<file path="config.mk">
export PLATFORM = sky130hd
export DESIGN_NAME = bitmap_range_allocator_top
export DESIGN_NICKNAME = d
export VERILOG_FILES = /design/src/sv/bra_pkg.sv /design/src/sv/bra_bitmap.sv /design/src/sv/bra_word_scan.sv /design/src/sv/bra_seq.sv /design/src/sv/bitmap_range_allocator_top.sv
export SDC_FILE = /design/constraint.sdc
export NUM_CORES = 2
export LEC_CHECK = 0
export ABC_CLOCK_PERIOD_IN_PS = 11900
export BUFFER_PORTS_ARGS = -buffer_cell sky130_fd_sc_hd__buf_2
export CORE_MARGIN = 5
export CORE_UTILIZATION = 45
export DETAILED_ROUTE_END_ITERATION = 8
export GPL_ROUTABILITY_DRIVEN = 1
export GPL_TIMING_DRIVEN = 1
export PLACE_DENSITY = 0.58
export SYNTH_ARGS = -nofsm -noshare
export SYNTH_HDL_FRONTEND = slang
export SYNTH_SLANG_ARGS = --single-unit
</file>
<file path="constraint.sdc">
create_clock -name clk_i -period 11.9 [get_ports clk_i]
set_input_delay 1.19 -clock clk_i [delete_from_list [all_inputs] [get_ports clk_i]]
set_output_delay 1.19 -clock clk_i [all_outputs]
set_load 0.02 [all_outputs]
</file>
<file path="src/sv/bra_pkg.sv">
// Shared types, constants and mask helpers of the bitmap range allocator.
`timescale 1ns / 1ps
`default_nettype none
package bra_pkg;

  // Bitmap geometry
  localparam int MAP_BITS  = 1024;
  localparam int WORD_BITS = 64;
  localparam int WORDS     = MAP_BITS / WORD_BITS;
  localparam int WIDX_W    = $clog2(WORD_BITS);
  localparam int WADDR_W   = $clog2(WORDS);

  // Field widths
  localparam int OP_W    = 2;
  localparam int SIZE_W  = 11;
  localparam int START_W = 11;
  localparam int LEN_W   = 11;
  localparam int ALIGN_W = 10;
  localparam int POS_W   = 12;

  localparam logic [SIZE_W-1:0] MAP_SIZE_RESET = 11'd1024;

  typedef enum logic [OP_W-1:0] {
    OP_SET    = 2'd0,
    OP_CLEAR  = 2'd1,
    OP_SEARCH = 2'd2,
    OP_NONE   = 2'd3
  } op_e;

  typedef enum logic [3:0] {
    ST_IDLE,
    ST_FILL_INIT,
    ST_FILL,
    ST_SRCH_INIT,
    ST_FREE,
    ST_ALN0,
    ST_ALN1,
    ST_ALN2,
    ST_ALN3,
    ST_CHK,
    ST_USED,
    ST_RETRY,
    ST_RESP
  } state_e;

  typedef struct packed {
    op_e                op;
    logic [START_W-1:0] range_start;
    logic [LEN_W-1:0]   range_length;
    logic [ALIGN_W-1:0] aln_mask;
    logic [ALIGN_W-1:0] aln_off;
  } req_t;

  typedef struct packed {
    logic [POS_W-1:0] found_index;
    logic             no_room;
  } res_t;

  typedef struct packed {
    logic                 we;
    logic [WADDR_W-1:0]   addr;
    logic [WORD_BITS-1:0] data;
  } wr_t;

  typedef struct packed {
    logic [POS_W-1:0] from;
    logic [POS_W-1:0] limit;
    logic             want;
  } scan_req_t;

  typedef struct packed {
    logic             hit;
    logic             last;
    logic [POS_W-1:0] pos;
  } scan_res_t;

  // Bits of word w at or above bit position from
  function automatic logic [WORD_BITS-1:0] from_mask(input logic [WADDR_W-1:0] w,
                                                      input logic [POS_W-1:0] from);
    logic [POS_W-WIDX_W-1:0] fw;
    logic [WORD_BITS-1:0]    ones;
    fw   = from[POS_W-1:WIDX_W];
    ones = '1;
    if (fw == (POS_W-WIDX_W)'(w)) begin
      from_mask = ones << from[WIDX_W-1:0];
    end else if (fw < (POS_W-WIDX_W)'(w)) begin
      from_mask = ones;
    end else begin
      from_mask = '0;
    end
  endfunction

  // Bits of word w below bit position limit
  function automatic logic [WORD_BITS-1:0] lim_mask(input logic [WADDR_W-1:0] w,
                                                     input logic [POS_W-1:0] limit);
    logic [POS_W-WIDX_W-1:0] lw;
    logic [WORD_BITS-1:0]    ones;
    lw   = limit[POS_W-1:WIDX_W];
    ones = '1;
    if (lw > (POS_W-WIDX_W)'(w)) begin
      lim_mask = ones;
    end else if (lw == (POS_W-WIDX_W)'(w)) begin
      lim_mask = ~(ones << limit[WIDX_W-1:0]);
    end else begin
      lim_mask = '0;
    end
  endfunction

endpackage
`default_nettype wire

</file>
<file path="src/sv/bra_bitmap.sv">
// Allocation bitmap: word array cleared at reset, one read-modify-write port.
`timescale 1ns / 1ps
`default_nettype none
module bra_bitmap (
  input  logic                          clk_i,
  input  logic                          rst_ni,
  input  bra_pkg::wr_t                  wr_i,
  input  logic [bra_pkg::WADDR_W-1:0]   rd_addr_i,
  output logic [bra_pkg::WORD_BITS-1:0] rd_data_o
);
  import bra_pkg::*;

  logic [WORD_BITS-1:0] mem_q [WORDS];

  // Word storage, all bits free after reset
  always_ff @(posedge clk_i or negedge rst_ni) begin
    if (!rst_ni) begin
      for (int i = 0; i < WORDS; i++) begin
        mem_q[i] <= '0;
      end
    end else if (wr_i.we) begin
      mem_q[wr_i.addr] <= wr_i.data;
    end
  end

  assign rd_data_o = mem_q[rd_addr_i];

endmodule
`default_nettype wire

</file>
<file path="src/sv/bra_word_scan.sv">
// Shared word scan unit: first bit of a wanted value inside a bit window.
`timescale 1ns / 1ps
`default_nettype none
module bra_word_scan (
  input  logic [bra_pkg::WORD_BITS-1:0] word_i,
  input  logic [bra_pkg::WADDR_W-1:0]   word_addr_i,
  input  bra_pkg::scan_req_t            req_i,
  output bra_pkg::scan_res_t            res_o
);
  import bra_pkg::*;

  logic [WORD_BITS-1:0] cand;
  logic [WIDX_W-1:0]    ffs;
  logic [WADDR_W:0]     wnext;

  // Candidate bits: wanted value inside [from, limit)
  assign cand = (req_i.want ? word_i : ~word_i)
              & from_mask(word_addr_i, req_i.from)
              & lim_mask(word_addr_i, req_i.limit);

  // Lowest candidate bit
  always_comb begin
    ffs = '0;
    for (int i = WORD_BITS - 1; i >= 0; i--) begin
      if (cand[i]) begin
        ffs = WIDX_W'(i);
      end
    end
  end

  // This word reaches the limit
  assign wnext = {1'b0, word_addr_i} + (WADDR_W+1)'(1);

  assign res_o.hit  = |cand;
  assign res_o.last = POS_W'({wnext, {WIDX_W{1'b0}}}) >= req_i.limit;
  assign res_o.pos  = POS_W'({word_addr_i, ffs});

endmodule
`default_nettype wire

</file>
<file path="src/sv/bra_seq.sv">
// Request sequencer: fill, free-run search, alignment and retry over a shared adder.
`timescale 1ns / 1ps
`default_nettype none
module bra_seq (
  input  logic                          clk_i,
  input  logic                          rst_ni,
  input  logic                          in_valid_i,
  output logic                          in_ready_o,
  input  bra_pkg::req_t                 req_i,
  input  logic [bra_pkg::SIZE_W-1:0]    map_size_i,
  output logic                          res_valid_o,
  input  logic                          res_ready_i,
  output bra_pkg::res_t                 res_o,
  output logic [bra_pkg::WADDR_W-1:0]   rd_addr_o,
  input  logic [bra_pkg::WORD_BITS-1:0] rd_data_i,
  output bra_pkg::wr_t                  wr_o,
  output bra_pkg::scan_req_t            scan_o,
  input  bra_pkg::scan_res_t            scan_i
);
  import bra_pkg::*;

  state_e               state_q, state_d;
  op_e                  op_q, op_d;
  logic [POS_W-1:0]     start_q, start_d;
  logic [LEN_W-1:0]     len_q, len_d;
  logic [ALIGN_W-1:0]   amask_q, amask_d;
  logic [ALIGN_W-1:0]   aoff_q, aoff_d;
  logic [SIZE_W-1:0]    size_q, size_d;
  logic [POS_W-1:0]     t_q, t_d;       // candidate, aligned value or used bit
  logic [POS_W-1:0]     idx_q, idx_d;
  logic [POS_W-1:0]     end_q, end_d;
  logic [WADDR_W-1:0]   word_q, word_d;
  res_t                 res_q, res_d;

  logic [POS_W-1:0]     add_a, add_b, add_sum;
  logic                 add_sub;
  logic [POS_W-1:0]     fill_end;
  logic [POS_W-1:0]     size_pos;
  logic [WADDR_W:0]     wnext;
  logic                 fill_last;
  logic [WORD_BITS-1:0] fill_mask;

  assign size_pos = POS_W'(size_q);

  // Shared adder operand select
  always_comb begin
    add_a   = t_q;
    add_b   = '0;
    add_sub = 1'b0;
    case (state_q)
      ST_FILL_INIT: begin
        add_a = start_q;
        add_b = POS_W'(len_q);
      end
      ST_ALN0: add_b = POS_W'(aoff_q);
      ST_ALN1: add_b = POS_W'(amask_q);
      ST_ALN2: begin
        add_b   = POS_W'(aoff_q);
        add_sub = 1'b1;
      end
      ST_ALN3: begin
        add_a = idx_q;
        add_b = POS_W'(len_q);
      end
      ST_RETRY: add_b = POS_W'(1);
      default: ;
    endcase
  end

  assign add_sum = add_a + (add_sub ? ~add_b : add_b) + POS_W'(add_sub);

  // Fill range end clipped to the map, and last-word detect
  assign fill_end  = (add_sum > POS_W'(MAP_BITS)) ? POS_W'(MAP_BITS) : add_sum;
  assign wnext     = {1'b0, word_q} + (WADDR_W+1)'(1);
  assign fill_last = POS_W'({wnext, {WIDX_W{1'b0}}}) >= end_q;
  assign fill_mask = from_mask(word_q, start_q) & lim_mask(word_q, end_q);

  // Next state
  always_comb begin
    state_d = state_q;
    case (state_q)
      ST_IDLE: begin
        if (in_valid_i) begin
          case (req_i.op)
            OP_SET, OP_CLEAR: state_d = ST_FILL_INIT;
            OP_SEARCH:        state_d = ST_SRCH_INIT;
            default:          state_d = ST_RESP;
          endcase
        end
      end
      ST_FILL_INIT: state_d = (start_q < fill_end) ? ST_FILL : ST_RESP;
      ST_FILL:      if (fill_last) state_d = ST_RESP;
      ST_SRCH_INIT: state_d = (start_q >= size_pos) ? ST_ALN0 : ST_FREE;
      ST_FREE:      if (scan_i.hit || scan_i.last) state_d = ST_ALN0;
      ST_ALN0:      state_d = ST_ALN1;
      ST_ALN1:      state_d = ST_ALN2;
      ST_ALN2:      state_d = ST_ALN3;
      ST_ALN3:      state_d = ST_CHK;
      ST_CHK: begin
        if (end_q > size_pos || idx_q >= end_q) state_d = ST_RESP;
        else                                    state_d = ST_USED;
      end
      ST_USED: begin
        if (scan_i.hit)       state_d = ST_RETRY;
        else if (scan_i.last) state_d = ST_RESP;
      end
      ST_RETRY:     state_d = ST_SRCH_INIT;
      ST_RESP:      if (res_ready_i) state_d = ST_IDLE;
      default:      state_d = ST_IDLE;
    endcase
  end

  // Datapath register updates
  always_comb begin
    op_d    = op_q;
    start_d = start_q;
    len_d   = len_q;
    amask_d = amask_q;
    aoff_d  = aoff_q;
    size_d  = size_q;
    t_d     = t_q;
    idx_d   = idx_q;
    end_d   = end_q;
    word_d  = word_q;
    res_d   = res_q;
    case (state_q)
      ST_IDLE: begin
        if (in_valid_i) begin
          op_d    = req_i.op;
          start_d = POS_W'(req_i.range_start);
          len_d   = req_i.range_length;
          amask_d = req_i.aln_mask;
          aoff_d  = req_i.aln_off;
          size_d  = (map_size_i > SIZE_W'(MAP_BITS)) ? SIZE_W'(MAP_BITS) : map_size_i;
          res_d   = '0;
        end
      end
      ST_FILL_INIT: begin
        end_d  = fill_end;
        word_d = start_q[WIDX_W +: WADDR_W];
      end
      ST_FILL:      word_d = word_q + WADDR_W'(1);
      ST_SRCH_INIT: begin
        word_d = start_q[WIDX_W +: WADDR_W];
        t_d    = size_pos;
      end
      ST_FREE: begin
        if (scan_i.hit) t_d = scan_i.pos;
        else            t_d = size_pos;
        word_d = word_q + WADDR_W'(1);
      end
      ST_ALN0:  t_d   = add_sum;
      ST_ALN1:  t_d   = add_sum & ~POS_W'(amask_q);
      ST_ALN2:  idx_d = add_sum;
      ST_ALN3:  end_d = add_sum;
      ST_CHK: begin
        if (end_q > size_pos) res_d = '{found_index: end_q, no_room: 1'b1};
        else                  res_d = '{found_index: idx_q, no_room: 1'b0};
        word_d = idx_q[WIDX_W +: WADDR_W];
      end
      ST_USED: begin
        t_d    = scan_i.pos;
        word_d = word_q + WADDR_W'(1);
      end
      ST_RETRY: start_d = add_sum;
      default: ;
    endcase
  end

  // Outputs
  always_comb begin
    in_ready_o  = (state_q == ST_IDLE);
    res_valid_o = (state_q == ST_RESP);
    res_o       = res_q;
    rd_addr_o   = word_q;
    wr_o.we     = (state_q == ST_FILL);
    wr_o.addr   = word_q;
    wr_o.data   = (op_q == OP_SET) ? (rd_data_i | fill_mask) : (rd_data_i & ~fill_mask);
    scan_o.want = (state_q == ST_USED);
    scan_o.from = (state_q == ST_USED) ? idx_q : start_q;
    scan_o.limit = (state_q == ST_USED) ? end_q : size_pos;
  end

  // Control state
  always_ff @(posedge clk_i or negedge rst_ni) begin
    if (!rst_ni) begin
      state_q <= ST_IDLE;
    end else begin
      state_q <= state_d;
    end
  end

  // Payload registers
  always_ff @(posedge clk_i) begin
    op_q    <= op_d;
    start_q <= start_d;
    len_q   <= len_d;
    amask_q <= amask_d;
    aoff_q  <= aoff_d;
    size_q  <= size_d;
    t_q     <= t_d;
    idx_q   <= idx_d;
    end_q   <= end_d;
    word_q  <= word_d;
    res_q   <= res_d;
  end

`ifndef SYNTH
  a_no_room_past_size: assert property (@(posedge clk_i) disable iff (!rst_ni)
    (state_q == ST_RESP && res_q.no_room) |-> (res_q.found_index > size_pos))
    else $error("no room reported for a run end inside the map");

  a_found_fits: assert property (@(posedge clk_i) disable iff (!rst_ni)
    (state_q == ST_RESP && op_q == OP_SEARCH && !res_q.no_room)
      |-> (end_q <= size_pos && res_q.found_index == idx_q))
    else $error("found run does not fit the map");

  a_retry_advances: assert property (@(posedge clk_i) disable iff (!rst_ni)
    (state_q == ST_RETRY) |=> (start_q > $past(start_q)))
    else $error("search retry did not move forward");

  a_fill_in_range: assert property (@(posedge clk_i) disable iff (!rst_ni)
    wr_o.we |-> (POS_W'({word_q, {WIDX_W{1'b0}}}) < end_q))
    else $error("fill write beyond range end");

  a_used_window: assert property (@(posedge clk_i) disable iff (!rst_ni)
    (state_q == ST_USED) |-> (idx_q < end_q && end_q <= size_pos))
    else $error("used-bit scan over an empty or oversized window");
`endif

endmodule
`default_nettype wire

</file>
<file path="src/sv/bitmap_range_allocator_top.sv">
// Top level of the bitmap range allocator: stream ports, map size register, result register.
//
// Requests arrive on the s_axis channel (op in tuser, range fields in tdata) and one
// result per request leaves on m_axis (found index in tdata, no-room flag in tuser).
// The map size register is written through cfg_valid_i / cfg_data_i, always ready.
// One request is worked on at a time; s_axis_tready is high only while the sequencer
// idles. The bitmap is scanned one 64-bit word per cycle by a shared scan unit.
// Set / clear: after acceptance, a setup step, then one read-modify-write per word touched,
// then the result. Search: each pass runs a setup step, a scan for a free bit, the align
// steps and a check, a scan for a used bit inside the run and a retry step.
// A pass ends at a used bit inside the candidate run, so the search time grows with
// fragmentation; the result then passes through the result register to m_axis.
// The result register parts the two sides: a stalled receiver holds the result and
// the next request is taken meanwhile; its own result waits in the sequencer.
// Reset clears the whole bitmap at once (every bit free), sets map size to 1024 and
// empties the result register.
`timescale 1ns / 1ps
`default_nettype none
module bitmap_range_allocator_top (
  input  logic        clk_i,
  input  logic        rst_ni,
  // Request: tdata = range_start[10:0], range_length[21:11], aln_mask[31:22],
  //          aln_off[41:32], zero fill to 48
  input  logic        s_axis_tvalid,
  output logic        s_axis_tready,
  input  logic [47:0] s_axis_tdata,
  input  logic [1:0]  s_axis_tuser,  // op[1:0]
  // Result: tdata = found_index[11:0], zero fill to 16
  output logic        m_axis_tvalid,
  input  logic        m_axis_tready,
  output logic [15:0] m_axis_tdata,
  output logic [0:0]  m_axis_tuser,  // no_room[0]
  // Map size write
  input  logic        cfg_valid_i,
  output logic        cfg_ready_o,
  input  logic [10:0] cfg_data_i
);
  import bra_pkg::*;

  req_t                 req;
  res_t                 res;
  res_t                 out_q, out_d;
  logic                 out_valid_q, out_valid_d;
  logic                 res_valid, res_ready;
  logic [SIZE_W-1:0]    map_size_q;
  logic [WADDR_W-1:0]   rd_addr;
  logic [WORD_BITS-1:0] rd_data;
  wr_t                  wr;
  scan_req_t            scan_req;
  scan_res_t            scan_res;

  // Request unpack
  assign req.op           = op_e'(s_axis_tuser);
  assign req.range_start  = s_axis_tdata[10:0];
  assign req.range_length = s_axis_tdata[21:11];
  assign req.aln_mask     = s_axis_tdata[31:22];
  assign req.aln_off      = s_axis_tdata[41:32];

  // Map size register
  assign cfg_ready_o = 1'b1;

  always_ff @(posedge clk_i or negedge rst_ni) begin
    if (!rst_ni) begin
      map_size_q <= MAP_SIZE_RESET;
    end else if (cfg_valid_i) begin
      map_size_q <= cfg_data_i;
    end
  end

  bra_bitmap u_bitmap (
    .clk_i     (clk_i),
    .rst_ni    (rst_ni),
    .wr_i      (wr),
    .rd_addr_i (rd_addr),
    .rd_data_o (rd_data)
  );

  bra_word_scan u_scan (
    .word_i      (rd_data),
    .word_addr_i (rd_addr),
    .req_i       (scan_req),
    .res_o       (scan_res)
  );

  bra_seq u_seq (
    .clk_i       (clk_i),
    .rst_ni      (rst_ni),
    .in_valid_i  (s_axis_tvalid),
    .in_ready_o  (s_axis_tready),
    .req_i       (req),
    .map_size_i  (map_size_q),
    .res_valid_o (res_valid),
    .res_ready_i (res_ready),
    .res_o       (res),
    .rd_addr_o   (rd_addr),
    .rd_data_i   (rd_data),
    .wr_o        (wr),
    .scan_o      (scan_req),
    .scan_i      (scan_res)
  );

  // Result register
  assign res_ready = !out_valid_q || m_axis_tready;

  always_comb begin
    out_valid_d = out_valid_q;
    out_d       = out_q;
    if (res_valid && res_ready) begin
      out_valid_d = 1'b1;
      out_d       = res;
    end else if (m_axis_tready) begin
      out_valid_d = 1'b0;
    end
  end

  always_ff @(posedge clk_i or negedge rst_ni) begin
    if (!rst_ni) begin
      out_valid_q <= 1'b0;
    end else begin
      out_valid_q <= out_valid_d;
    end
  end

  always_ff @(posedge clk_i) begin
    out_q <= out_d;
  end

  assign m_axis_tvalid = out_valid_q;
  assign m_axis_tdata  = {4'b0, out_q.found_index};
  assign m_axis_tuser  = out_q.no_room;

endmodule
`default_nettype wire

</file>
Word level (Yosys, flattened, before mapping)
Index checks and enable logic that the tools add are counted.
{"block": "word_totals", "mem_count": 0, "romBits": 0, "regBits": 1162, "out_inout_bits": 20, "ramBits": 0, "wordCells": 225, "inputBits": 66, "latchBits": 0}
{"block": "classes", "n_mux": 109, "eq_ne": 23, "magnitude_cmp": 14, "n_addsub": 4, "shifts": 4, "reduce_logical": 25, "n_mul": 0, "bitwise_logic": 13, "div": 0}
{"cell": "bitwise mux 1024 bit", "n": 1}
{"cell": "two-way mux 64 bit", "n": 13}
{"cell": "two-way mux 6 bit", "n": 64}
{"cell": "AND 64 bit", "n": 4}
{"cell": "binary-select mux 64 bit (select 4 bit)", "n": 1}
{"cell": "demux 64 bit (select 4 bit)", "n": 1}
{"cell": "NOT 64 bit", "n": 4}
{"cell": "<< shifter 64 x 6 -> 64 bit, first input constant", "n": 4}
{"cell": "one-hot mux 12 bit (2 select lines)", "n": 3}
{"cell": "bitwise OR 64 bit", "n": 1}
{"cell": "OR reduction 64 bit", "n": 1}
{"cell": "two-way mux 12 bit", "n": 5}
{"cell": "one-hot mux 12 bit (5 select lines)", "n": 1}
{"cell": "one-hot mux 4 bit (13 select lines)", "n": 1}
{"cell": "one-hot mux 11 bit (4 select lines)", "n": 1}
{"cell": "two-way mux 4 bit", "n": 7}
{"cell": "two-way mux 13 bit", "n": 2}
{"cell": "one-hot mux 13 bit (2 select lines)", "n": 1}
{"cell": "== test 6 x 4 -> 1 bit", "n": 4}
{"cell": "greater-or-equal comparator 11 x 12 -> 1 bit", "n": 2}
{"cell": "== test 4 bit, second input constant", "n": 5}
{"cell": "== test 4 x 3 -> 1 bit, second input constant", "n": 4}
{"cell": "adder 12 x 1 -> 12 bit", "n": 1}
{"cell": "adder 12 bit", "n": 1}
{"cell": "40 further kinds", "n": 60}

Logic depth before layout (Yosys ltp)
{"block": "depth", "depth_word": 74, "mapped_depth": 30, "ltp_nobuf": 28}

Cells and area by module
From an unflattened synthesis, not the netlist that was laid out.
{"block": "unflattened", "hier_cells": 4476, "hier_area_um2": 60096.4}
{"module": "bra_bitmap", "cells_each": 2775, "instances": 1, "seq_area_each_um2": 25624.6, "area_per_inst_um2": 45867.7}
{"module": "bra_seq", "cells_each": 1082, "instances": 1, "seq_area_each_um2": 3373.2, "area_per_inst_um2": 9570.4}
{"module": "bra_word_scan", "cells_each": 572, "instances": 1, "seq_area_each_um2": 0.0, "area_per_inst_um2": 3729.8}
{"module": "bitmap_range_allocator_top", "cells_each": 47, "instances": 1, "seq_area_each_um2": 691.9, "area_per_inst_um2": 928.4}

Worst setup path after synthesis
Ideal clock, no wire load.
{"block": "synth_timing", "path_kind": "register -> register", "from": "register u_seq.state_q[0]", "to": "register u_seq.t_q[4] (data pin)", "path_buffers": 13, "required_time_ps": 11639, "path_slack_ps": 5846, "path_stages_with_launch": 28, "setup_ps": 261, "synth_period_minus_slack_ps": 6054, "t_arrival_ps": 5793, "cell_sequence": "dfrtp_1 > buf_6 > nand4bb_1 > buf_4 > buf_4 > buf_6 > buf_2 > buf_2 > buf_2 > buf_2 > buf_4 > clkbuf_1 > nor2_1 > a21oi_1 > ha_1 > and4b_1 > clkbuf_1 > and3_1 > clkbuf_1 > a22oi_1 > a221oi_1 > nor3_1 > or3b_2 > nor4_4 > and2_4 > buf_8 > a21oi_2 > a311o_1"}
{"block": "synth_via", "elab_chain_cells": 73, "elab_cells_between_ends": 102, "cone_classes": "2 x add/sub; 2 x order compare; 11 x eq/ne; 2 x shift; 77 x mux; 5 x bitwise; 3 x reduce/logical"}
{"item": "from (decl)", "line_no": "bra_seq.sv:22", "text": "state_e state_q, state_d;"}
{"item": "from (signal assigned)", "line_no": "bra_seq.sv:189", "text": "state_q <= state_d;"}
{"item": "== test 4 bit"}
{"item": "two-way mux 12 bit (on tied branches)", "line_no": "bra_seq.sv:181, bra_seq.sv:180"}
{"item": "<< shifter 64 x 6 -> 64 bit or less-than comparator 6 x 4 -> 1 bit (tied branches)", "line_no": "bra_pkg.sv:103, bra_pkg.sv:86"}
{"item": "NOT 64 bit or two-way mux 64 bit (tied branches)", "line_no": "bra_pkg.sv:103, bra_pkg.sv:86"}
{"item": "two-way mux 64 bit (on tied branches)", "line_no": "bra_pkg.sv:102, bra_pkg.sv:84"}
{"item": "two-way mux 64 bit or AND 64 bit (tied branches)", "line_no": "bra_pkg.sv:100, bra_word_scan.sv:18"}
{"item": "AND 64 bit", "line_no": "bra_word_scan.sv:19", "text": "& lim_mask(word_addr_i, req_i.limit);"}
{"item": "two-way mux 6 bit (64 in series)", "line_no": "bra_word_scan.sv:25", "text": "if (cand[i]) begin"}
{"item": "two-way mux 11 bit", "line_no": "bra_seq.sv:148", "text": "if (scan_i.hit) t_d = scan_i.pos;"}
{"item": "one-hot mux 12 bit (5 select lines) *", "line_no": "bra_seq.sv:126", "text": "case (state_q)"}
{"item": "named net u_seq.t_d[4]", "line_no": "bra_seq.sv:29", "text": "logic [POS_W-1:0] t_q, t_d;"}
{"item": "to (signal assigned)", "line_no": "bra_seq.sv:201", "text": "t_q <= t_d;"}
{"item": "to (decl)", "line_no": "bra_seq.sv:29"}
Mark *: on every way through the listed nets, which the timed path passes. The rest lies on a longest branch.
A chain may end at the register's enable or synchronous reset.

Worst setup path after layout
{"block": "layout_timing", "from": "register u_seq.state_q[0]", "to": "register u_seq.state_q[2]"}
{"block": "layout_via", "elab_chain_cells": 12, "elab_cells_between_ends": 53, "cone_classes": "2 x add/sub; 5 x order compare; 19 x eq/ne; 2 x shift; 15 x mux; 4 x bitwise; 6 x reduce/logical"}
{"item": "== test 4 bit (tied with other cells)", "line_no": "bra_seq.sv:50", "text": "case (state_q)"}
{"item": "OR reduction 2 bit (no source line)"}
{"item": "one-hot mux 11 bit (4 select lines)", "line_no": "bra_seq.sv:50"}
{"item": "NOT 11 -> 12 bit", "line_no": "bra_seq.sv:70", "text": "assign add_sum = add_a + (add_sub ? ~add_b : add_b) + POS_W'(add_sub);"}
{"item": "two-way mux 12 bit", "line_no": "bra_seq.sv:70"}
{"item": "adder 12 bit", "line_no": "bra_seq.sv:70"}
{"item": "adder 12 x 1 -> 12 bit *", "line_no": "bra_seq.sv:70"}
{"item": "named net u_seq.add_sum[10]", "line_no": "bra_seq.sv:35", "text": "logic [POS_W-1:0] add_a, add_b, add_sum;"}
{"item": "greater-than comparator 12 x 11 -> 1 bit", "line_no": "bra_seq.sv:73", "text": "assign fill_end = (add_sum > POS_W'(MAP_BITS)) ? POS_W'(MAP_BITS) : add_sum;"}
{"item": "two-way mux 12 bit *", "line_no": "bra_seq.sv:73"}
{"item": "less-than comparator 12 bit *", "line_no": "bra_seq.sv:91", "text": "ST_FILL_INIT: state_d = (start_q < fill_end) ? ST_FILL : ST_RESP;"}
{"item": "two-way mux 4 bit *", "line_no": "bra_seq.sv:91"}
{"item": "one-hot mux 4 bit (13 select lines) *", "line_no": "bra_seq.sv:81", "text": "case (state_q)"}
Marked as above.

==> results.yml <==
outcome:
  status: "complete, no violations"
timing:
  finalSetupTns_ps: 0
  max_slew.worst_pin.slew_ps: 1280
  relSlewSlack: 0.124
  rsz0062_at_grt: "no"
  period_share: 0.622
  fmax_mhz: 135
  period_minus_slack_ps: 7410
  finalSetupViolCount: 0
  drv_slew: 0
  hold_violations: 0
  clock_skew_ps: 37.6
  setup_ws_ps: 4490
synthesis:
  synth_top_area_frac: 0.438
  seq_area_frac_synth: 0.500
  syn_area_per_cell_um2: 10.1
  synth.distinct_cells: 108
  async_reset_ff_frac: 0.895
  synth_edf_count: 122
  synthTopCellsByArea: "dfrtp_1, mux4_2, o21ai_0"
  synth.ff_latch_count: 1162
  synth_ff_type: "dfrtp_1"
  synth_cells: 5871
  synth_area_leader_cell: "dfrtp_1"
  synth_area_mm2: 0.0593
  synth_warnings: 0
drt:
  drt-total-wl_mm: 202
  drc: 0
  drtIter0Drc: 4832
  firstDrtPassIters: 7
  antenna_left: 0
  viasPerCell: 6.02
  wl_per_cell_um: 26.8
  vias: 45400
floorplanning:
  die_h_um: 373
  rows: 133
  dieArea_mm2: 0.139
  die_x_um: 373
  ioPinCount: 86
  core_mm2: 0.131
  initial_core_util: 0.452
pwr:
  swShare: 0.215
  cellInternalPower_mw: 6.45
  p_clk_frac: 0.500
  p_leak_nw: 27.7
  pwr-share-comb: 0.012
  peakVddDrop_v: 0.0000817
  power.switching_mw: 1.77
  p_per_area_mw_per_mm2: 126
  seqPwrFrac: 0.488
worst_setup_path:
  cp_num_buf_inv: 2
  max_stage_delay_ps: 940
  cp-end-kind: "flop"
  crit_family: "simple AND/OR/NAND/NOR gates"
  worstPathMaxFanout: 33
  cp-start-kind: "flop"
  arrival_ps: 8040
  worstPathRequired_ps: 12530
  slowest_stage: "dfrtp_1"
  path_class: "reg2reg"
grt:
  antenna_found_initial: 3
  grt_pass1_wl_mm: 303
  grt_max_degree: 176
  grt_overflow: 0
  first_global_vias: 44600
  grt.total_usage: 0.289
finish:
  drive_gt1_frac: 0.135
  final_nets: 5833
  final_common_cell: "nand2_1"
  mostFrequentLayoutCells: "nand2_1, o21ai_0, dfrtp_1, mux4_2, nor2_1"
  antenna_cells: 0
  fillers: 12100
  area_growth_pct: 9.73
  fin_area_mm2: 0.0651
clock_network:
  cts_resized: 0
  clk_path_buf_depth: 3
  holdBufCountCts: 0
  htree_levels: 4
  cts_buffers: 130
  postCtsSetupRepairBufs: 0
  cts.sinks: 1162
  cts_root_buf: "clkbuf_16"
  clk_latency_ps: 790
  cts_tree: "yes"
  path_clk_slew_ps: 60
run:
  maxCapViolations: 0
place:
  gp_congestion: 1.06
  io_buffers: 74
  placed_cell_area_mm2: 0.0607
  place_hpwl_mm: 132
  preCtsSetupSlack_ps: 4520
hold_path:
  hold_path.class: "reg2reg"
path summary, 6_finish.rpt:
check                                  from                  end  slack (ps)  cells after the start
min in group asynchronous            rst_ni  u_bitmap.mem_q[464]         480                      1
min reg2reg                 u_seq.res_o[11]     m_axis_tdata[10]         420                      0
max                        u_seq.state_q[0]     u_seq.state_q[2]        4490                     25
max in group asynchronous            rst_ni  u_bitmap.mem_q[152]        8780                      4
min                         u_seq.res_o[11]     m_axis_tdata[10]         420                      0
max reg2reg                u_seq.state_q[0]     u_seq.state_q[2]        4490                     25
cell usage after synthesis (12+ instances only):
cell and count:
o22ai_1 32, nand4_1 30, xnor2_1 64, or3_1 14
and3_1 23, ha_1 85, nand2_1 1243, dfrtp_1 1039
buf_4 18, buf_6 19, nor3_1 69, nor4_1 16
a221oi_1 26, o211ai_1 13, or2_2 17, a21o_1 36
edfxtp_1 122, a221o_1 22, and2_1 15, o21ai_0 1134
nor2b_1 34, mux2_2 51, mux4_2 253, a32oi_1 13
inv_1 67, nand3_1 63, a22oi_1 39, a211oi_1 28
mux2i_1 152, clkbuf_1 411, buf_2 45, o221ai_1 16
nand2b_1 22, a31oi_1 28, a21oi_1 147, a211o_1 12
nor2_1 227
routing by layer:
| metal | GRT usage | part of all wire | up-vias |
|---|---|---|---|
| li1 | - | - | 20600 |
| met1 | 0.402 | 0.43 | 22700 |
| met2 | 0.447 | 0.45 | 1717 |
| met3 | 0.0533 | 0.072 | 428 |
| met4 | 0.123 | 0.047 | 2 |
| met5 | 0 | 0.000069 | - |
stage by stage:
step / utilization / total power, mW / std cells / hold slack [ps]
2_1_floorplan: - / 4.10 / 5875 / 400
3_3_place_gp: 0.462 / 4.19 / 7302 / 404
3_5_place_dp: 0.462 / 4.19 / 7302 / 405
4_1_cts: 0.496 / 8.31 / 7537 / 418
5_1_grt: 0.496 / 8.48 / 7539 / 436
6_report: 0.496 / 8.22 / 7539 / 417
cell families after synthesis:
kind of cell,Yosys count,share of synthesized area
and+or+nand+nor,1837,0.133
DFF,1162,0.500
xor gates and xnor gates,73,0.0109
adders and majority gates,86,0.0183
buffers and inverters,581,0.0436
muxes,457,0.132
AOI/OAI and AO/OA,1673,0.163
other,2,0.000127
registers in the layout (all words and copies together) (netlist names), 2 cells and up:
register / count
m_axis_tdata: 12
map_size_q: 11
u_bitmap.mem_q: 1024
u_seq.amask_q: 10
u_seq.aoff_q: 10
u_seq.end_q: 12
u_seq.idx_q: 12
u_seq.len_q: 11
u_seq.op_q: 2
u_seq.rd_addr_o: 4
u_seq.res_o: 13
u_seq.size_q: 11
u_seq.start_q: 12
u_seq.state_q: 4
u_seq.t_q: 12
final cells by class:
class,count,area [µm²],area share
inverters,70,265,0.00407
repair buffers,185,1260,0.0194
flip-flops and latches,1162,29700,0.456
clock inverters,43,572,0.00878
well taps,1755,2200,0.0337
clock buffers,192,3860,0.0593
multi-input cells,4132,27300,0.419
power by group through the flow:
stage               Combinational, mW  Clock (mW)  Sequential (mW)
finish                         0.0947        4.11             4.01
global route                    0.113        4.36             4.01
CTS                             0.100        4.19             4.01
detailed placement              0.100           0             4.09
global placement               0.0990           0             4.09
floorplan                      0.0127           0             4.09
Power figures use the tool's default switching activity.
